**src/assert_macros.svh**
```systemverilog
// Concurrent assertion helpers; empty when SYNTHESIS is defined.
`ifndef ASSERT_MACROS_SVH
`define ASSERT_MACROS_SVH

`ifndef SYNTHESIS

`define ASSERT_SAME(lbl, clk, rst, ante, cons) \
   lbl: assert property (@(posedge clk) disable iff (rst) (ante) |-> (cons)) \
      else $error("assertion failed");

`define ASSERT_NEXT(lbl, clk, rst, ante, cons) \
   lbl: assert property (@(posedge clk) disable iff (rst) (ante) |=> (cons)) \
      else $error("assertion failed");

`else

`define ASSERT_SAME(lbl, clk, rst, ante, cons)

`define ASSERT_NEXT(lbl, clk, rst, ante, cons)

`endif

`endif

```
**src/mrm_pkg.sv**
```systemverilog
package mrm_pkg;

   localparam int ELEM_WIDTH = 32;
   localparam int ROW_WIDTH  = 2;
   localparam int LANES      = 4;
   localparam int PROD_WIDTH = 2 * ELEM_WIDTH;
   localparam int SUM_WIDTH  = PROD_WIDTH + $clog2(LANES);

   typedef enum logic {
      OP_LOAD     = 1'b0,
      OP_MULTIPLY = 1'b1
   } opcode_type;

   typedef struct packed {
      logic prod_en;
      logic sum_en;
   } lane_ctl_type;

endpackage

```
**src/mrm_rsp_if.sv**
```systemverilog
interface mrm_rsp_if;
   logic                                    valid;
   logic                                    ready;
   logic signed [mrm_pkg::ELEM_WIDTH-1:0]   prod_a;
   logic signed [mrm_pkg::ELEM_WIDTH-1:0]   prod_b;
   logic signed [mrm_pkg::ELEM_WIDTH-1:0]   prod_c;
   logic signed [mrm_pkg::ELEM_WIDTH-1:0]   prod_d;

   modport source (
      output valid, prod_a, prod_b, prod_c, prod_d,
      input  ready
   );

   modport sink (
      input  valid, prod_a, prod_b, prod_c, prod_d,
      output ready
   );
endinterface

```
**src/mrm_merge.sv**
```systemverilog
module mrm_merge #(
   parameter int FRACTION_BITS = 16
) (
   input  logic                                  clock,
   input  logic                                  reset,
   input  logic                                  in_valid,
   output logic                                  in_ready,
   input  logic signed [mrm_pkg::SUM_WIDTH-1:0]  sum [mrm_pkg::LANES],
   mrm_rsp_if.source                             rsp_if
);
   import mrm_pkg::*;

   localparam logic signed [ELEM_WIDTH-1:0] SAT_MAX = {1'b0, {(ELEM_WIDTH-1){1'b1}}};
   localparam logic signed [ELEM_WIDTH-1:0] SAT_MIN = {1'b1, {(ELEM_WIDTH-1){1'b0}}};

   logic                          valid_ff;
   logic                          valid_in;
   logic signed [ELEM_WIDTH-1:0]  prod_in [LANES];
   logic signed [ELEM_WIDTH-1:0]  prod_ff [LANES];

   assign in_ready = !valid_ff || rsp_if.ready;

   for (genvar y = 0; y < LANES; y++) begin : g_sat
      logic signed [SUM_WIDTH-1:0]    shifted;
      logic [SUM_WIDTH-ELEM_WIDTH:0]  upper;

      assign shifted = sum[y] >>> FRACTION_BITS;
      assign upper   = shifted[SUM_WIDTH-1:ELEM_WIDTH-1];

      always_comb begin
         if ((&upper) || !(|upper)) begin
            prod_in[y] = shifted[ELEM_WIDTH-1:0];
         end else if (shifted[SUM_WIDTH-1]) begin
            prod_in[y] = SAT_MIN;
         end else begin
            prod_in[y] = SAT_MAX;
         end
      end
   end

   always_comb begin
      valid_in = valid_ff;
      if (in_ready) begin
         valid_in = in_valid;
      end
   end

   always_ff @(posedge clock) begin
      if (reset) begin
         valid_ff <= 1'b0;
      end else begin
         valid_ff <= valid_in;
      end
   end

   always_ff @(posedge clock) begin
      if (in_ready && in_valid) begin
         prod_ff <= prod_in;
      end
   end

   assign rsp_if.valid  = valid_ff;
   assign rsp_if.prod_a = prod_ff[0];
   assign rsp_if.prod_b = prod_ff[1];
   assign rsp_if.prod_c = prod_ff[2];
   assign rsp_if.prod_d = prod_ff[3];
endmodule

```
**src/flat_wrapper.sv**
```systemverilog
// flat-port wrapper written by rule: the top's interface ports become plain ports
module mrm_merge_flat import mrm_pkg::*;
#(
   parameter int FRACTION_BITS = 16
)
  (clock, reset, in_valid, in_ready, sum, rsp_if_valid, rsp_if_prod_a, rsp_if_prod_b, rsp_if_prod_c, rsp_if_prod_d, rsp_if_ready);
  mrm_rsp_if rsp_if_i ();
  input  logic clock;
  input  logic reset;
  input  logic in_valid;
  output logic in_ready;
  input  logic signed [mrm_pkg::SUM_WIDTH-1:0] sum[mrm_pkg::LANES];
  output wire logic [$bits(rsp_if_i.valid)-1:0] rsp_if_valid;
  output wire logic [$bits(rsp_if_i.prod_a)-1:0] rsp_if_prod_a;
  output wire logic [$bits(rsp_if_i.prod_b)-1:0] rsp_if_prod_b;
  output wire logic [$bits(rsp_if_i.prod_c)-1:0] rsp_if_prod_c;
  output wire logic [$bits(rsp_if_i.prod_d)-1:0] rsp_if_prod_d;
  input wire logic [$bits(rsp_if_i.ready)-1:0] rsp_if_ready;
  assign rsp_if_valid = rsp_if_i.valid;
  assign rsp_if_prod_a = rsp_if_i.prod_a;
  assign rsp_if_prod_b = rsp_if_i.prod_b;
  assign rsp_if_prod_c = rsp_if_i.prod_c;
  assign rsp_if_prod_d = rsp_if_i.prod_d;
  assign rsp_if_i.ready = rsp_if_ready;
  mrm_merge #(.FRACTION_BITS(FRACTION_BITS)) u_core (.clock(clock), .reset(reset), .in_valid(in_valid), .in_ready(in_ready), .sum(sum), .rsp_if(rsp_if_i));
endmodule
```
**config.mk**
```make
export PLATFORM = sky130hd
export DESIGN_NAME = mrm_merge_flat
export DESIGN_NICKNAME = d
export VERILOG_FILES = /design/src/assert_macros.svh /design/src/mrm_pkg.sv /design/src/mrm_rsp_if.sv /design/src/mrm_merge.sv /design/src/flat_wrapper.sv
export SDC_FILE = /design/constraint.sdc
export NUM_CORES = 1
export LEC_CHECK = 0
export BUFFER_PORTS_ARGS = -buffer_cell sky130_fd_sc_hd__buf_2
export CORE_AREA = 5 5 150 152
export CTS_CLUSTER_DIAMETER = 60
export DETAILED_ROUTE_END_ITERATION = 12
export DIE_AREA = 0 0 155 157
export SYNTH_ARGS = -nofsm -noshare
export SYNTH_HDL_FRONTEND = slang
export SYNTH_SLANG_ARGS = --single-unit
```
**constraint.sdc**
```tcl
create_clock -name clock -period 5.6 [get_ports clock]
set_input_delay 0.56 -clock clock [delete_from_list [all_inputs] [get_ports clock]]
set_output_delay 0.56 -clock clock [all_outputs]
set_load 0.02 [all_outputs]
```
Word level (Yosys, flattened, before mapping)
Index checks and enable logic that the tools add are counted.

word-level totals
  input bits = 268
  bits in registers = 129
  logic and storage cells = 32
  output and inout bits = 130

cells by class
  muxes and demuxes = 8
  reduce and logical (&&, ||, !) cells = 19

operator list
  cell                  number
  32-bit 2-to-1 mux     8
  19-bit AND reduction  4
  19-bit OR reduction   4
  1-bit logical NOT     5
  1-bit logical OR      5
  1-bit logical AND     1

Depth between registers and ports, before layout
Gate-level depths: netlist (run 1).

  word-level depth = 4
  depth in mapped cells = 6
  depth with buffers taken out = 5

Worst setup path after synthesis (run 1)
Ideal clock, no wire load.

  path type = input to register
  from = in rsp_if_ready
  to = reg u_core.prod_ff (netlist bit u_core.rsp_if.prod_a[0]), enable pin
  setup time = 0.502 ns
  stages on the path = 2
  path buffers = 0
  required time = 5.098 ns
  slack = 1.296 ns
  arrival = 3.802 ns
  cell sequence = nand2b_1 and2_1

on the way
  longest elaborated chain between the ends = 2

ends and longest elaborated chain
  what                  line                source
  start, declared       flat_wrapper.sv:18  input wire logic [$bits(rsp_if_i.ready)-1:0] rsp_if_ready;
  1-bit logical OR      mrm_merge.sv:21     assign in_ready = !valid_ff || rsp_if.ready;
  1-bit logical AND     mrm_merge.sv:57     if (in_ready && in_valid) begin
  end signal, assigned  mrm_merge.sv:58     prod_ff <= prod_in;
  end, declared         mrm_merge.sv:19     logic signed [ELEM_WIDTH-1:0] prod_ff [LANES];

Every way passes these cells.
A chain may end at the register's enable or synchronous reset.

Worst setup path after layout (run 1)
  from = reg u_core.valid_ff (netlist: u_core.rsp_if.valid)
  to = reg u_core.prod_ff (netlist bit u_core.rsp_if.prod_b[30]), enable pin

on the way
  longest elaborated chain between the ends = 3

ends and longest elaborated chain
  what                    line             source
  start, declared         mrm_merge.sv:16  logic valid_ff;
  start signal, assigned  mrm_merge.sv:52  valid_ff <= valid_in;
  1-bit logical NOT       mrm_merge.sv:21
  1-bit logical OR        mrm_merge.sv:21
  1-bit logical AND       mrm_merge.sv:57

Every way passes these cells.

==> results_dict.tcl, run 1 <==
set metrics [dict create \
    status "finished, final reports clean" \
    fmax_ghz 0.443 \
    cts_made_buffers 17 \
    slew_viol_final 0 \
    drtIter0Drc 174 \
    grt_pass1_wl_um 25000 \
    finalWorstSetupSlack_ps 3340 \
    gr-total-overflow 0 \
    worstMarginPinSlew_ps 820 \
    antennaDiodeCount 0 \
    synth_area_leaders "edfxtp_1, a21o_2, a21o_1, buf_6, nand4_1" \
    cts_resized 0 \
    finalNetCount 943 \
    relSlewSlack 0.453 \
    grt_use_met1 0.151 \
    vias 4328 \
    drive_gt1_frac 0.688 \
    finalWirelength_um 16600 \
    clkTransAtPathRegs_ps 60 \
    yosysTopAreaCell "edfxtp_1" \
    floorplan.die_area_um2 24300 \
    synthCells 345 \
    die_w_um 155 \
    drtAntennaViolNets 0 \
    synth_top_area_share 0.684 \
    skew_ps 10.7 \
    rsz0062_at_grt "false" \
    netlist_area_um2 5620 \
    place_area_um2 7460 \
    hold_class "input pin to register" \
    pin_count 398 \
    grtUsageMet2 0.224 \
    cts_sinks 129 \
    holdWs_ps 297 \
    ys_ff_latch 129 \
    worstSkewPairLatency_ps 410 \
    p_leak_nw 3.74 \
    grtUsageTotal 0.132 \
    power_density_nw_per_um2 320 \
    std_cell_rows 53 \
    place_hpwl_um 12300 \
    areaGrowthSynthToFinish_pct 43.4 \
    tritoncts "yes" \
    setup_tns_ps 0 \
    worst-path-buf-inv 1 \
    path_cells "nand2b_1 -> and2_4 -> buf_4" \
    drc 0 \
    cts_htree_levels 4 \
    start_util 0.269 \
    crit_slowest_cell "and2_4" \
    crit_type "register to register" \
    globalplace.congestion 0.810 \
    numPortBuffers 333 \
    vias_per_cell 4.49 \
    syn_area_per_cell_um2 16.3 \
    use_met3 0.0608 \
    start_kind "register" \
    crit_family "simple AND/OR/NAND/NOR gates" \
    busiest_layer "met2" \
    grt_max_degree 61 \
    coreArea_um2 20900 \
    fin_crit_sh 0.403 \
    min_period_ps 2260 \
    worstPathArrival_ps 2290 \
    root_buffer "clkbuf_16" \
    wire_per_inst_um 17.3 \
    die_height_um 157 \
    vdd_drop_max_uv 218 \
    first_global_vias 4511 \
    dp_slack_ps 2920 \
    hold_viol 0 \
    cp_slowest_stage_delay_ps 690 \
    final_cell_mix "buf_2, edfxtp_1, a21o_2, a21o_1, nand4_1" \
    yosysSeqAreaShare 0.688 \
    yosys_warnings 0 \
    final_area_um2 8060 \
    postCtsSetupBuffers 0 \
    first_pass_iters 4 \
    grt_antenna_before_repair 1 \
    cts_hold_buf 0 \
    drv_cap 0 \
    finalSetupViolCount 0 \
    endpoint_kind "register" \
    crit_required_ps 5640 \
    layout_commonest_cell "buf_2" \
    worst-path-max-fanout 60 \
    ys_types 20 \
    clock_path_buffers 2 \
    syn-num-nets 613 \
]
## synth_stat cells, drive strengths merged
cell type / n
a21o: 124
inv: 1
nand4: 20
and3: 4
nor2: 8
edfxtp: 128
clkbuf: 1
nor4: 20
a31o: 4
a21oi: 1
buf: 24
dfxtp: 1
and2: 1
dlygate4sd3: 3
a311oi: 4
nand2b: 1
## flip-flops by register name, summed over array words and instances (netlist names)
signal and flops:
u_core.rsp_if.prod_c 32, u_core.rsp_if.prod_d 32, u_core.rsp_if.valid 1, u_core.rsp_if.prod_a 32, u_core.rsp_if.prod_b 32
## cell families (layout without fill, tap and decap cells)
family                 after synthesis  in the layout  share of synthesized area
flip-flops                         129            129                      0.688
AO/OA/AOI/OAI                      133            133                      0.203
AND/OR/NAND/NOR                     54             54                     0.0610
buffers and inverters               29            372                     0.0481
## worst paths after layout
check                 startpoint                  endpoint  slack (ps)  cells after the start
min                        reset       u_core.rsp_if.valid         300                      2
max reg2reg  u_core.rsp_if.valid  u_core.rsp_if.prod_b[30]        3340                      3
min reg2reg  u_core.rsp_if.valid       u_core.rsp_if.valid         540                      2
max          u_core.rsp_if.valid  u_core.rsp_if.prod_b[30]        3340                      3
## routing by layer
| layer | share of wire | wire length, um | vias up |
|---|---|---|---|
| li1 | - | - | 2047 |
| met1 | 0.39 | 6490 | 2044 |
| met2 | 0.49 | 8130 | 222 |
| met3 | 0.11 | 1790 | 15 |
| met4 | 0.013 | 213 | 0 |
| met5 | 0 | 0 | - |
## stage by stage
step	cells	util	total power [W]
2_1_floorplan	345	-	0.00132
3_3_place_gp	931	0.357	0.00147
3_5_place_dp	931	0.357	0.00147
4_1_cts	963	0.386	0.00263
5_1_grt	963	0.386	0.00269
6_report	963	0.386	0.00258
## power by group
group	switching (W)	internal (W)
clock	0.000432	0.000702
combinational	0.000178	0.000126
sequential	0.0000123	0.00113
total	0.000622	0.00196
## layout make-up
type | instances | area [um^2]
clock buffers | 19 | 433
clock inverters | 13 | 163
fillers | 2064 | 12800
inverters | 1 | 3.75
multi-input cells | 187 | 1540
flip-flops and latches | 129 | 3860
well taps | 275 | 344
repair buffers | 339 | 1710
No activity file was read; power rests on OpenSTA's default activity.
==> inputs of run 2 (changes only) <==
--- a/config.mk
+++ b/config.mk
@@ -6,10 +6,10 @@
 export NUM_CORES = 1
 export LEC_CHECK = 0
 export BUFFER_PORTS_ARGS = -buffer_cell sky130_fd_sc_hd__buf_2
-export CORE_AREA = 5 5 150 152
+export CORE_AREA = 5 5 154 156
 export CTS_CLUSTER_DIAMETER = 60
 export DETAILED_ROUTE_END_ITERATION = 12
-export DIE_AREA = 0 0 155 157
+export DIE_AREA = 0 0 159 161
 export SYNTH_ARGS = -nofsm -noshare
 export SYNTH_HDL_FRONTEND = slang
 export SYNTH_SLANG_ARGS = --single-unit
==> constraint.sdc (replaced) <==
create_clock -name clock -period 2 [get_ports clock]
set_input_delay 0.2 -clock clock [delete_from_list [all_inputs] [get_ports clock]]
set_output_delay 0.2 -clock clock [all_outputs]
set_load 0.02 [all_outputs]
==> results_dict.tcl, run 2 (synthesis results as in run 1) <==
set metrics [dict create \
    worstMarginPinSlew_ps 637 \
    crit_family "simple AND/OR/NAND/NOR gates" \
    clkTransAtPathRegs_ps 50 \
    cts_made_buffers 17 \
    finalNetCount 962 \
    wire_per_inst_um 16.3 \
    cp_slowest_stage_delay_ps 350 \
    hold_viol 0 \
    std_cell_rows 55 \
    worst-path-max-fanout 21 \
    vdd_drop_max_uv 492 \
    crit_slowest_cell "nor4_1" \
    power_w 0.00688 \
    layout_commonest_cell "buf_2" \
    power_density_nw_per_um2 831 \
    drive_gt1_frac 0.696 \
    worstSkewPairLatency_ps 400 \
    first_global_vias 4716 \
    placed_cells 959 \
    r2r.worst_path.cells 4 \
    postCtsSetupBuffers 0 \
    antennaDiodeCount 0 \
    worst-path-buf-inv 2 \
    die_w_um 159 \
    grt_max_degree 56 \
    finalSetupViolCount 0 \
    globalplace.congestion 0.828 \
    p_leak_nw 3.84 \
    cts_resized 0 \
    drv_cap 0 \
    status "finished, final reports clean" \
    min_period_ps 1540 \
    hold_class "input pin to register" \
    gr-total-overflow 0 \
    first_pass_iters 4 \
    relSlewSlack 0.575 \
    vias_per_cell 4.41 \
    reg2reg_to "u_core.rsp_if.prod_d[23]" \
    fin_crit_sh 0.768 \
    crit_required_ps 2150 \
    regToRegSetupSlack_ps 620 \
    root_buffer "clkbuf_16" \
    grt_pass1_wl_um 25100 \
    whs_path_depth 3 \
    worstPathArrival_ps 1690 \
    tritoncts "yes" \
    cts_htree_levels 4 \
    cts_sinks 129 \
    fmax_ghz 0.651 \
    place_hpwl_um 12400 \
    coreArea_um2 22200 \
    path_cells "buf_2 -> nor4_1 -> nand4_1 -> nor4_2 -> a311oi_4 -> buf_12 -> a21o_2" \
    endpoint_kind "register" \
    grt_antenna_before_repair 0 \
    die_height_um 161 \
    slew_viol_final 0 \
    numPortBuffers 333 \
    finalWirelength_um 16200 \
    pin_count 398 \
    crit_type "input pin to register" \
    min-delay-start "in_valid" \
    start_util 0.253 \
    floorplan.die_area_um2 25600 \
    grtUsageTotal 0.122 \
    final_util 0.372 \
    start_kind "input pin" \
    clock_path_buffers 2 \
    drtAntennaViolNets 0 \
    setup_tns_ps 0 \
    cts_hold_buf 1 \
    final_cells 990 \
    drtIter0Drc 122 \
    hold_end "u_core.rsp_if.valid" \
    areaGrowthSynthToFinish_pct 47.3 \
    rsz0062_at_grt "false" \
    skew_ps 7.39 \
    r2r-start "u_core.rsp_if.valid" \
    drc 0 \
    final_cell_mix "buf_2, edfxtp_1, a21o_2, a21o_1, nand4_1" \
    vias 4369 \
]
## run 2: cell types whose count changed in the layout (fill, tap and decap cells not counted), sizes merged
cell,delta
dlygate4sd3,+1
clkbuf,-2
clkinv,-1
inv,-1
bufinv,-2
clkinvlp,+4
buf,+18
## run 2: stage by stage
stage / hold slack [ps] / setup slack [ps] / cell area, um^2
floorplan: 269 / 104 / 5630
global placement: 359 / 33.6 / 7740
detailed placement: 366 / 10.3 / 7740
CTS: 27.8 / 444 / 8280
global route: 36.7 / 398 / 8280
finish: 49.7 / 463 / 8280
## run 2: metal layers
metal / GRT usage / vias up / wire length (um)
met5: 0 / - / 0
met4: 0.0415 / 0 / 297
met3: 0.0528 / 22 / 1400
met2: 0.215 / 196 / 8460
met1: 0.132 / 2064 / 6010
li1: - / 2087 / -
## run 2: worst max path at each step
| stage | end | cells past startpoint | from |
|---|---|---|---|
| CTS | u_core.rsp_if.prod_d[26] | 7 | sum[54] |
| detailed placement | u_core.rsp_if.prod_d[0] | 7 | sum[54] |
| floorplan | u_core.rsp_if.prod_a[0] | 2 | u_core.rsp_if.valid |
| global placement | u_core.rsp_if.prod_d[24] | 7 | sum[50] |
| global route | u_core.rsp_if.prod_d[26] | 7 | sum[54] |
| finish | u_core.rsp_if.prod_d[26] | 7 | sum[54] |
## run 2: worst reg2reg max path, stage by stage, from the launching register on
cell      delay, ps
dfxtp_1         330
nand2b_4         80
and2_4          280
buf_12          210
buf_12          190
## run 2: cell type report
class                           instances  area, um^2
Sequential cell                       129        3860
Multi-Input combinational cell        187        1550
Timing Repair Buffer                  358        1980
Tap cell                              285         357
Inverter                                1        3.75
Clock inverter                         13        98.8
Clock buffer                           17         425
Fill cell                            2201       14000
## run 2: power by group
| part | internal, W | switching, W | leakage, nW |
|---|---|---|---|
| Clock | 0.00167 | 0.00112 | 0.245 |
| Combinational | 0.000390 | 0.000501 | 2.35 |
| Sequential | 0.00316 | 0.0000353 | 1.25 |
| Total | 0.00522 | 0.00166 | 3.84 |
